**config.mk**
```make
export PLATFORM = sky130hd
export DESIGN_NAME = integer_alu_32bit
export DESIGN_NICKNAME = d
export VERILOG_FILES = /design/src/hw/rtl/ialu_pkg.sv /design/src/hw/rtl/ialu_mul.sv /design/src/hw/rtl/ialu_clz.sv /design/src/hw/rtl/ialu_exec.sv /design/src/hw/rtl/integer_alu_32bit.sv
export VERILOG_INCLUDE_DIRS = /design/src /design/src/hw/rtl
export SDC_FILE = /design/constraint.sdc
export NUM_CORES = 2
export LEC_CHECK = 0
export ABC_AREA = 1
export BUFFER_PORTS_ARGS = -buffer_cell sky130_fd_sc_hd__buf_2
export CORE_MARGIN = 2
export CORE_UTILIZATION = 65
export CTS_BUF_LIST = sky130_fd_sc_hd__clkbuf_16
export CTS_CLUSTER_DIAMETER = 150
export CTS_CLUSTER_SIZE = 10
export DETAILED_ROUTE_END_ITERATION = 10
export PLACE_DENSITY_LB_ADDON = 0.05
export SYNTH_ARGS = -nofsm -noshare
export SYNTH_HDL_FRONTEND = slang
export SYNTH_SLANG_ARGS = --single-unit
```
**constraint.sdc**
```tcl
create_clock -name clk -period 10.6 [get_ports clk]
set_clock_uncertainty 0.1 [all_clocks]
set_input_delay 0.53 -clock clk [delete_from_list [all_inputs] [get_ports clk]]
set_output_delay 0.53 -clock clk [all_outputs]
set_load 0.02 [all_outputs]
```
**src/hw/rtl/assert_macros.svh**
```systemverilog
// assertion helpers shared by the rtl files
// each macro expects a clock named clk and an active-low reset named rst_n
`ifndef ASSERT_MACROS_SVH
`define ASSERT_MACROS_SVH

// same-cycle implication
`define ASSERT_SAME(lbl, ante, cons) \
  lbl: assert property (@(posedge clk) disable iff (!rst_n) (ante) |-> (cons)) \
    else $error("same-cycle check failed");

// next-cycle implication
`define ASSERT_NEXT(lbl, ante, cons) \
  lbl: assert property (@(posedge clk) disable iff (!rst_n) (ante) |=> (cons)) \
    else $error("next-cycle check failed");

`endif

```
**src/hw/rtl/ialu_pkg.sv**
```systemverilog
// ----------------------------------------------------------------------------
// ialu_pkg
// shared widths, function codes and internal bundles of the integer alu
// ----------------------------------------------------------------------------
`timescale 1ns / 1ps

package ialu_pkg;

  localparam int WORD_W  = 32;
  localparam int FUNC_W  = 5;
  localparam int SHAMT_W = 5;
  localparam int CLZ_W   = 6;

  // operation codes
  typedef enum logic [FUNC_W-1:0] {
    FUNC_NOR    = 5'd0,
    FUNC_AND    = 5'd1,
    FUNC_OR     = 5'd2,
    FUNC_XOR    = 5'd3,
    FUNC_EQ     = 5'd4,
    FUNC_NE     = 5'd5,
    FUNC_LT     = 5'd6,
    FUNC_LTU    = 5'd7,
    FUNC_GTE    = 5'd8,
    FUNC_GTEU   = 5'd9,
    FUNC_SLL    = 5'd10,
    FUNC_SRL    = 5'd11,
    FUNC_SRA    = 5'd12,
    FUNC_ADD    = 5'd13,
    FUNC_SUB    = 5'd14,
    FUNC_PSEL   = 5'd15,
    FUNC_MULHW  = 5'd16,
    FUNC_MULLW  = 5'd17,
    FUNC_MULHWU = 5'd18,
    FUNC_CLZ    = 5'd19
  } func_t;

  // multiplier outputs
  typedef struct packed {
    logic [WORD_W-1:0] hi_s;
    logic [WORD_W-1:0] hi_u;
    logic [WORD_W-1:0] lo;
  } mul_res_t;

  // execute outputs
  typedef struct packed {
    logic [WORD_W-1:0] result;
    logic              invalid;
  } exec_res_t;

endpackage

```
**src/hw/rtl/ialu_mul.sv**
```systemverilog
// ----------------------------------------------------------------------------
// ialu_mul
// 32x32 unsigned product with signed high word correction
// ----------------------------------------------------------------------------
`timescale 1ns / 1ps

module ialu_mul (
  input  logic [ialu_pkg::WORD_W-1:0] a,
  input  logic [ialu_pkg::WORD_W-1:0] b,
  output ialu_pkg::mul_res_t          res
);

  localparam int W = ialu_pkg::WORD_W;

  logic [2*W-1:0] prod;
  logic [W-1:0]   corr_a;
  logic [W-1:0]   corr_b;

  // full unsigned product
  assign prod = {{W{1'b0}}, a} * {{W{1'b0}}, b};

  // a negative operand adds minus the other operand to the high word
  assign corr_a = a[W-1] ? b : '0;
  assign corr_b = b[W-1] ? a : '0;

  assign res.lo   = prod[W-1:0];
  assign res.hi_u = prod[2*W-1:W];
  assign res.hi_s = prod[2*W-1:W] - corr_a - corr_b;

endmodule

```
**src/hw/rtl/ialu_clz.sv**
```systemverilog
// ----------------------------------------------------------------------------
// ialu_clz
// leading zero count, nibble counts merged by a short priority pick
// ----------------------------------------------------------------------------
`timescale 1ns / 1ps

module ialu_clz (
  input  logic [ialu_pkg::WORD_W-1:0] a,
  output logic [ialu_pkg::CLZ_W-1:0]  count
);

  localparam int W      = ialu_pkg::WORD_W;
  localparam int NIB    = W / 4;
  localparam int NIDX_W = $clog2(NIB);

  // leading zeros of one nonzero-or-zero nibble (zero nibble is not used)
  function automatic logic [1:0] nib_clz(input logic [3:0] n);
    logic [1:0] c;
    if (n[3])      c = 2'd0;
    else if (n[2]) c = 2'd1;
    else if (n[1]) c = 2'd2;
    else           c = 2'd3;
    return c;
  endfunction

  logic [NIB-1:0] nz;
  logic [1:0]     nclz [NIB];

  // per-nibble counts, nibble 0 is the most significant
  always_comb begin
    for (int i = 0; i < NIB; i++) begin
      nz[i]   = |a[W-1-4*i -: 4];
      nclz[i] = nib_clz(a[W-1-4*i -: 4]);
    end
  end

  // first nonzero nibble from the top
  always_comb begin
    logic              found;
    logic [NIDX_W-1:0] idx;
    logic [1:0]        low;
    found = 1'b0;
    idx   = '0;
    low   = '0;
    for (int i = 0; i < NIB; i++) begin
      if (!found && nz[i]) begin
        found = 1'b1;
        idx   = NIDX_W'(i);
        low   = nclz[i];
      end
    end
    if (found) count = {1'b0, idx, low};
    else       count = ialu_pkg::CLZ_W'(W);
  end

endmodule

```
**src/hw/rtl/ialu_exec.sv**
```systemverilog
// ----------------------------------------------------------------------------
// ialu_exec
// function decode and result selection for one operation
// ----------------------------------------------------------------------------
`timescale 1ns / 1ps

module ialu_exec (
  input  logic [ialu_pkg::FUNC_W-1:0] func,
  input  logic [ialu_pkg::WORD_W-1:0] a,
  input  logic [ialu_pkg::WORD_W-1:0] b,
  input  logic                        pred,
  output ialu_pkg::exec_res_t         res
);

  localparam int W = ialu_pkg::WORD_W;

  ialu_pkg::mul_res_t            mul;
  logic [ialu_pkg::CLZ_W-1:0]    clz;
  logic [ialu_pkg::SHAMT_W-1:0]  sh;
  logic                          lt_s;
  logic                          lt_u;

  ialu_mul u_mul (
    .a   (a),
    .b   (b),
    .res (mul)
  );

  ialu_clz u_clz (
    .a     (a),
    .count (clz)
  );

  assign sh   = b[ialu_pkg::SHAMT_W-1:0];
  assign lt_s = $signed(a) < $signed(b);
  assign lt_u = a < b;

  // result select, unknown codes flag an error and give zero
  always_comb begin
    res.result  = '0;
    res.invalid = 1'b0;
    case (ialu_pkg::func_t'(func))
      ialu_pkg::FUNC_NOR:    res.result = ~(a | b);
      ialu_pkg::FUNC_AND:    res.result = a & b;
      ialu_pkg::FUNC_OR:     res.result = a | b;
      ialu_pkg::FUNC_XOR:    res.result = a ^ b;
      ialu_pkg::FUNC_EQ:     res.result = {{(W-1){1'b0}}, a == b};
      ialu_pkg::FUNC_NE:     res.result = {{(W-1){1'b0}}, a != b};
      ialu_pkg::FUNC_LT:     res.result = {{(W-1){1'b0}}, lt_s};
      ialu_pkg::FUNC_LTU:    res.result = {{(W-1){1'b0}}, lt_u};
      ialu_pkg::FUNC_GTE:    res.result = {{(W-1){1'b0}}, !lt_s};
      ialu_pkg::FUNC_GTEU:   res.result = {{(W-1){1'b0}}, !lt_u};
      ialu_pkg::FUNC_SLL:    res.result = a << sh;
      ialu_pkg::FUNC_SRL:    res.result = a >> sh;
      ialu_pkg::FUNC_SRA:    res.result = $unsigned($signed(a) >>> sh);
      ialu_pkg::FUNC_ADD:    res.result = a + b;
      ialu_pkg::FUNC_SUB:    res.result = a - b;
      ialu_pkg::FUNC_PSEL:   res.result = pred ? a : b;
      ialu_pkg::FUNC_MULHW:  res.result = mul.hi_s;
      ialu_pkg::FUNC_MULLW:  res.result = mul.lo;
      ialu_pkg::FUNC_MULHWU: res.result = mul.hi_u;
      ialu_pkg::FUNC_CLZ:    res.result = {{(W-ialu_pkg::CLZ_W){1'b0}}, clz};
      default: begin
        res.result  = '0;
        res.invalid = 1'b1;
      end
    endcase
  end

endmodule

```
**src/hw/rtl/integer_alu_32bit.sv**
```systemverilog
// timing: an accepted transaction passes through the operand register and then the
// result register, and out_valid is the registered valid of the result register
// throughput: one transaction per cycle, set by the single execute stage
// between the operand register and the result register; busy stays low
// reset: synchronous active-low rst_n clears the valid flags only
// ----------------------------------------------------------------------------
// integer_alu_32bit
// 32-bit integer alu: logic, compare, shift, add, select, multiply and clz
// ----------------------------------------------------------------------------
`timescale 1ns / 1ps
`include "assert_macros.svh"

module integer_alu_32bit (
  input  logic                               clk,
  input  logic                               rst_n,
  input  logic                               start,
  output logic                               busy,
  input  logic        [ialu_pkg::FUNC_W-1:0] in_func,
  input  logic signed [ialu_pkg::WORD_W-1:0] in_operand_a,
  input  logic signed [ialu_pkg::WORD_W-1:0] in_operand_b,
  input  logic                               in_predicate,
  output logic                               out_valid,
  output logic signed [ialu_pkg::WORD_W-1:0] out_result,
  output logic                               out_invalid_function
);

  logic                          s1_valid_r;
  logic [ialu_pkg::FUNC_W-1:0]   s1_func_r;
  logic [ialu_pkg::WORD_W-1:0]   s1_a_r;
  logic [ialu_pkg::WORD_W-1:0]   s1_b_r;
  logic                          s1_pred_r;
  logic                          out_valid_r;
  ialu_pkg::exec_res_t           out_res_r;
  ialu_pkg::exec_res_t           exec_nxt;
  logic                          accept;

  assign busy   = 1'b0;
  assign accept = start && !busy;

  // operand register
  always_ff @(posedge clk) begin
    if (!rst_n) begin
      s1_valid_r <= 1'b0;
    end else begin
      s1_valid_r <= accept;
    end
    if (accept) begin
      s1_func_r <= in_func;
      s1_a_r    <= $unsigned(in_operand_a);
      s1_b_r    <= $unsigned(in_operand_b);
      s1_pred_r <= in_predicate;
    end
  end

  ialu_exec u_exec (
    .func (s1_func_r),
    .a    (s1_a_r),
    .b    (s1_b_r),
    .pred (s1_pred_r),
    .res  (exec_nxt)
  );

  // result register
  always_ff @(posedge clk) begin
    if (!rst_n) begin
      out_valid_r <= 1'b0;
    end else begin
      out_valid_r <= s1_valid_r;
    end
    if (s1_valid_r) begin
      out_res_r <= exec_nxt;
    end
  end

  assign out_valid            = out_valid_r;
  assign out_result           = $signed(out_res_r.result);
  assign out_invalid_function = out_res_r.invalid;

  // checks
  `ASSERT_NEXT(a_accept_loads, accept, s1_valid_r)
  `ASSERT_NEXT(a_stage_to_out, s1_valid_r, out_valid)
  `ASSERT_SAME(a_invalid_zero, out_valid && out_invalid_function, out_result == '0)

endmodule

```
### Word level (Yosys, flattened, before mapping)

Cells that the tools add are included.

| operators by class | value |
|---|---|
| $add $sub $neg | 4 |
| $mul | 1 |
| order comparisons | 2 |
| eq/ne operators | 21 |
| shift-type cells | 3 |
| multiplexer cells | 53 |
| bitwise gates (word level) | 4 |
| reduce and logical (&&, ||, !) cells | 26 |

Operators with widths:

| cell | count |
|---|---|
| one-hot mux 32 bit (20 select lines) | 1 |
| two-way mux 32 bit | 3 |
| subtractor 32 bit | 3 |
| less-than comparator 32 bit | 2 |
| multiplier 32 x 32 -> 64 bit | 1 |
| two-way mux 2 bit | 24 |
| == test 5 x 4 -> 1 bit, second input constant | 8 |
| adder 32 bit | 1 |
| bitwise AND 32 bit | 1 |
| == test 32 bit | 1 |
| != test 32 bit | 1 |
| NOT 32 bit | 1 |
| OR 32 bit | 1 |
| OR reduction 4 bit | 8 |
| << shifter 32 x 5 -> 32 bit | 1 |
| right shift 32 x 5 -> 32 bit | 1 |
| >>> shifter 32 x 5 -> 32 bit | 1 |
| XOR 32 bit | 1 |
| == test 5 x 3 -> 1 bit, second input constant | 4 |
| == test 5 bit, second input constant | 4 |
| OR reduction 20 bit | 1 |
| two-way mux 1 bit | 18 |
| two-way mux 3 bit | 6 |
| == test 5 x 2 -> 1 bit, second input constant | 2 |
| 5 further kinds | 19 |

| word-level totals | value |
|---|---|
| flip-flop bits (word level) | 105 |
| input port bits | 73 |
| output and inout bits | 35 |
| word-level logic and storage cells | 122 |

### Depth between registers and ports, before layout

| logic depth | value |
|---|---|
| word-level depth | 25 |
| depth in mapped cells | 49 |
| depth with buffers taken out | 45 |

### Cells and area by module

A second synthesis with hierarchy kept.

| unflattened totals | value |
|---|---|
| cell total of the unflattened synthesis | 7465 |
| area, all modules | 52186.3 um^2 |

Modules (own cells, without submodules):

| module | instances | cells an instance | area an instance (um^2) | seq. area each (um^2) |
|---|---|---|---|---|
| ialu_mul | 1 | 4839 | 37006.7 | 0.0 |
| ialu_exec | 1 | 2415 | 11509.8 | 0.0 |
| integer_alu_32bit | 1 | 111 | 3159.3 | 3133.0 |
| ialu_clz | 1 | 100 | 510.5 | 0.0 |

### Worst setup path before layout

Ideal clock, no wire load.

| timing path | value |
|---|---|
| kind | reg-to-reg |
| start | register s1_b_r[3] in the netlist's numbering |
| end | register out_res_r, in the netlist out_result[18] (data pin) |
| setup time | 0.261 ns |
| arrival time | 8.976 ns |
| data required time | 10.239 ns |
| setup slack | 1.263 ns |
| stages on the path, launching flop included | 41 |
| path buffers | 4 |
| clock period less this slack | 9.337 ns |
| cells stage by stage | edfxtp_1 -> clkbuf_1 -> clkbuf_1 -> clkbuf_1 -> buf_1 -> nand2_1 -> fa_1 -> inv_1 -> fa_1 -> inv_1 -> fa_1 -> fa_1 -> inv_1 -> fa_1 -> fa_1 -> fa_1 -> fa_1 -> ha_1 -> [5 not listed] -> a21oi_2 -> o21bai_2 -> xnor2_1 -> fa_1 -> inv_1 -> ha_1 -> inv_1 -> o21ai_0 -> o21ai_0 -> o211ai_1 -> a21oi_1 -> inv_1 -> nand2_1 -> nand2_1 -> or2_2 -> nand3_1 -> nand2_1 -> nand3b_1 |

RTL lines:

| element | line | source |
|---|---|---|
| start: declaration | integer_alu_32bit.sv:30 | `logic [ialu_pkg::WORD_W-1:0] s1_b_r;` |
| start signal: assignment | integer_alu_32bit.sv:50 | `s1_b_r <= $unsigned(in_operand_b);` |
| end signal: assignment | integer_alu_32bit.sv:71 | `out_res_r <= exec_nxt;` |
| end: declaration | integer_alu_32bit.sv:33 | `ialu_pkg::exec_res_t out_res_r;` |

==> results.json <==
{
  "ys_warn_count": 0,
  "vias": 53070,
  "synth_edf_count": 103,
  "syn_area_um2": 50880,
  "start_kind": "flop",
  "numCtsBuffers": 9,
  "hold_viol": 0,
  "die_w_um": 283.8,
  "multiInputGateArea_um2": 39230,
  "grt_usage_pct": 58.42,
  "die_h_um": 283.8,
  "worstSkewPairLatency_ns": 0.46,
  "ant_nets": 0,
  "die-area_um2": 80530,
  "max_slew_margin_pct": 12.68,
  "syn_inst": 7099,
  "avgSynthCellArea_um2": 7.167,
  "rows": 102,
  "grt_start_max_net_pins": 77,
  "gp_routability_congestion": 1.154,
  "fin_ws_ns": 0.1517,
  "cts_root_buf": "clkbuf_16",
  "stdcell_area_um2": 54670,
  "critical_path_class": "flop to flop",
  "synthFlopType": "edfxtp_1",
  "area_growth_pct": 7.466,
  "min_period_over_period_pct": 98.57,
  "wirelength_mm": 235.4,
  "wire_per_inst_um": 28.57,
  "synthesis.nets": 8494,
  "gr-total-overflow": 0,
  "fillers": 5638,
  "fmax_mhz": 95.71,
  "post-route-drc-count": 1,
  "period_needed_ns": 10.45,
  "core_um2": 77470,
  "dp_hpwl_mm": 189.1,
  "violations": "DRC",
  "cp_top_family": "adder cells",
  "maxCapViolCount": 0,
  "dr.pass1.iters": 11,
  "critPathRequiredTime_ns": 10.69,
  "critPathSlowestCell": "fa_1",
  "drt_iter0_drc": 8303,
  "synth.distinct_cells": 67,
  "cp-end-kind": "flop",
  "cts_max_level": 3,
  "via_per_inst": 6.442,
  "async_reset_ff_share_pct": 0,
  "start_util_pct": 65.67,
  "clk_path_buf_depth": 2,
  "pre_cts_ws_ns": -0.1447,
  "grt_pass1_wl_mm": 341.8,
  "layout-drive-gt1-share_pct": 7.445,
  "status": "finished with violations",
  "setup-violations-final": 0,
  "path_max_fanout": 18,
  "cts_sinks": 105,
  "hp-class": "input port to flop",
  "crit_path_frequent_cell": "fa_1",
  "worstMarginPinSlew_ns": 1.296,
  "clkTransAtPathRegs_ns": 0.12,
  "regArea_um2": 3134,
  "cts_tree": "yes",
  "detailed_place.area_um2": 53780,
  "ys_ff_latch": 105,
  "cp.arrival_ns": 10.54,
  "io_pins": 108,
  "critPathBufInv": 7,
  "synth_seq_area_share_pct": 6.158,
  "antenna_found_initial": 12,
  "layout.nets": 8576,
  "portBuffers": 106,
  "grt_pass1_vias": 55750,
  "slowest_delay_ns": 0.62,
  "maxSlewViolCount": 0
}
repair_timing:
item | CTS | global route
buffers inserted | 0 | 41
setup endpoints to repair | 3 | 24
resized for setup | 1 | 12
endpoints found under the hold margin | 0 | 0
hold buffers | 0 | 0
through the flow:
stage	cells	utilization (%)	setup TNS, ns	hold slack (ns)
after floorplan	7099	-	0	0.5029
after global placement	8168	69.42	-0.1643	0.5766
after detailed placement	8168	69.42	-0.1776	0.5808
after CTS	8184	69.83	0	0.1606
after global routing	8228	70.54	-0.006349	0.1612
final	8239	70.58	0	0.1671
logic make-up (layout without fill, tap and decap cells):
logic type	Yosys count	in the layout	share of synthesized area [%]
AND/OR/NAND/NOR	2479	2479	19.72
multiplexers	13	13	0.2558
adder cells (fa/ha/maj)	1322	1322	46.21
XOR/XNOR	33	33	0.5681
other	1	14	0.007371
buffers and inverters	2240	2327	16.81
AO/OA/AOI/OAI	906	906	10.27
flip-flops	105	105	6.158
routing by layer:
layer | vias up | global-route usage, % | part of all wire [%] | routed length [µm]
met1 | 24560 | 65.87 | 31 | 74060
met5 | - | 0.5952 | 0.091 | 214
met3 | 2029 | 27.44 | 17 | 38930
met2 | 5190 | 81.27 | 39 | 92760
met4 | 6 | 54.54 | 13 | 29440
li1 | 21290 | - | - | -
flip-flops by register name (all words and copies together) (netlist names):
register              flops
out_result               32
s1_a_r                   32
s1_b_r                   32
s1_func_r                 5
out_invalid_function      1
out_valid                 1
s1_pred_r                 1
s1_valid_r                1
path summary, 6_finish.rpt:
| check | cells after the start | slack [ns] | end | start |
|---|---|---|---|---|
| setup reg to reg | 37 | 0.15 | out_result[26] | s1_b_r[18] |
| setup / recovery | 37 | 0.15 | out_result[26] | s1_b_r[18] |
| hold / removal | 1 | 0.17 | s1_a_r[28] | in_operand_a[28] |
| hold reg to reg | 2 | 0.60 | out_invalid_function | s1_func_r[4] |
cell type report:
type,instances,share of cell area (%)
sequential,105,5.733
antenna,13,0.05950
multi-input combinational,4754,71.75
inverter,1900,13.06
clock inverter,7,0.1579
tap,1040,2.380
clock buffer,9,0.4119
timing repair buffer,411,6.449
cell usage in the layout (no fill, tap or decap), types with 13 or more instances in the layout:
cell and instances:
o21bai_1 27, ha_1 392, a21o_1 17, nand2_1 1757, nand2_2 21, nand3_1 194
or2_2 25, o22ai_1 23, edfxtp_1 103, nor3_1 46, a221oi_1 23, o21ai_1 62
buf_2 105, nand4_1 48, o21ai_0 281, a31oi_1 22, a211oi_1 16, inv_1 1880
inv_2 16, diode_2 13, buf_4 245, fa_1 928, buf_12 54, a21oi_1 307
nor2_1 332, xor2_1 23, mux2i_1 13, o211ai_1 38, o21a_1 25
Yosys cell counts (all sizes together), types with 32 or more instances:
master	number	area, µm²
edfxtp	103	3093
nor3	48	251.5
buf	86	457.9
nand2	1779	6735
o211ai	38	285.3
o21ai	348	1760
inv	1896	7119
ha	394	4930
nand3	196	990.9
a21oi	312	1580
or2	32	200.2
clkbuf	254	957.2
nand4	48	300.3
nor2	349	1373
fa	928	18580
worst register-to-register path: cells and delay by family (launching register included):
| family | cells | cell delay [ns] |
|---|---|---|
| xor+xnor | 1 | 0.31 |
| flops | 1 | 0.56 |
| compound gates | 6 | 0.87 |
| buf+inv | 7 | 1.02 |
| fa+ha+maj | 11 | 5.40 |
| simple gates | 12 | 2.00 |
Power is not shown: default switching activity piles up to over one toggle a cycle in this logic, so the estimate is an artifact.
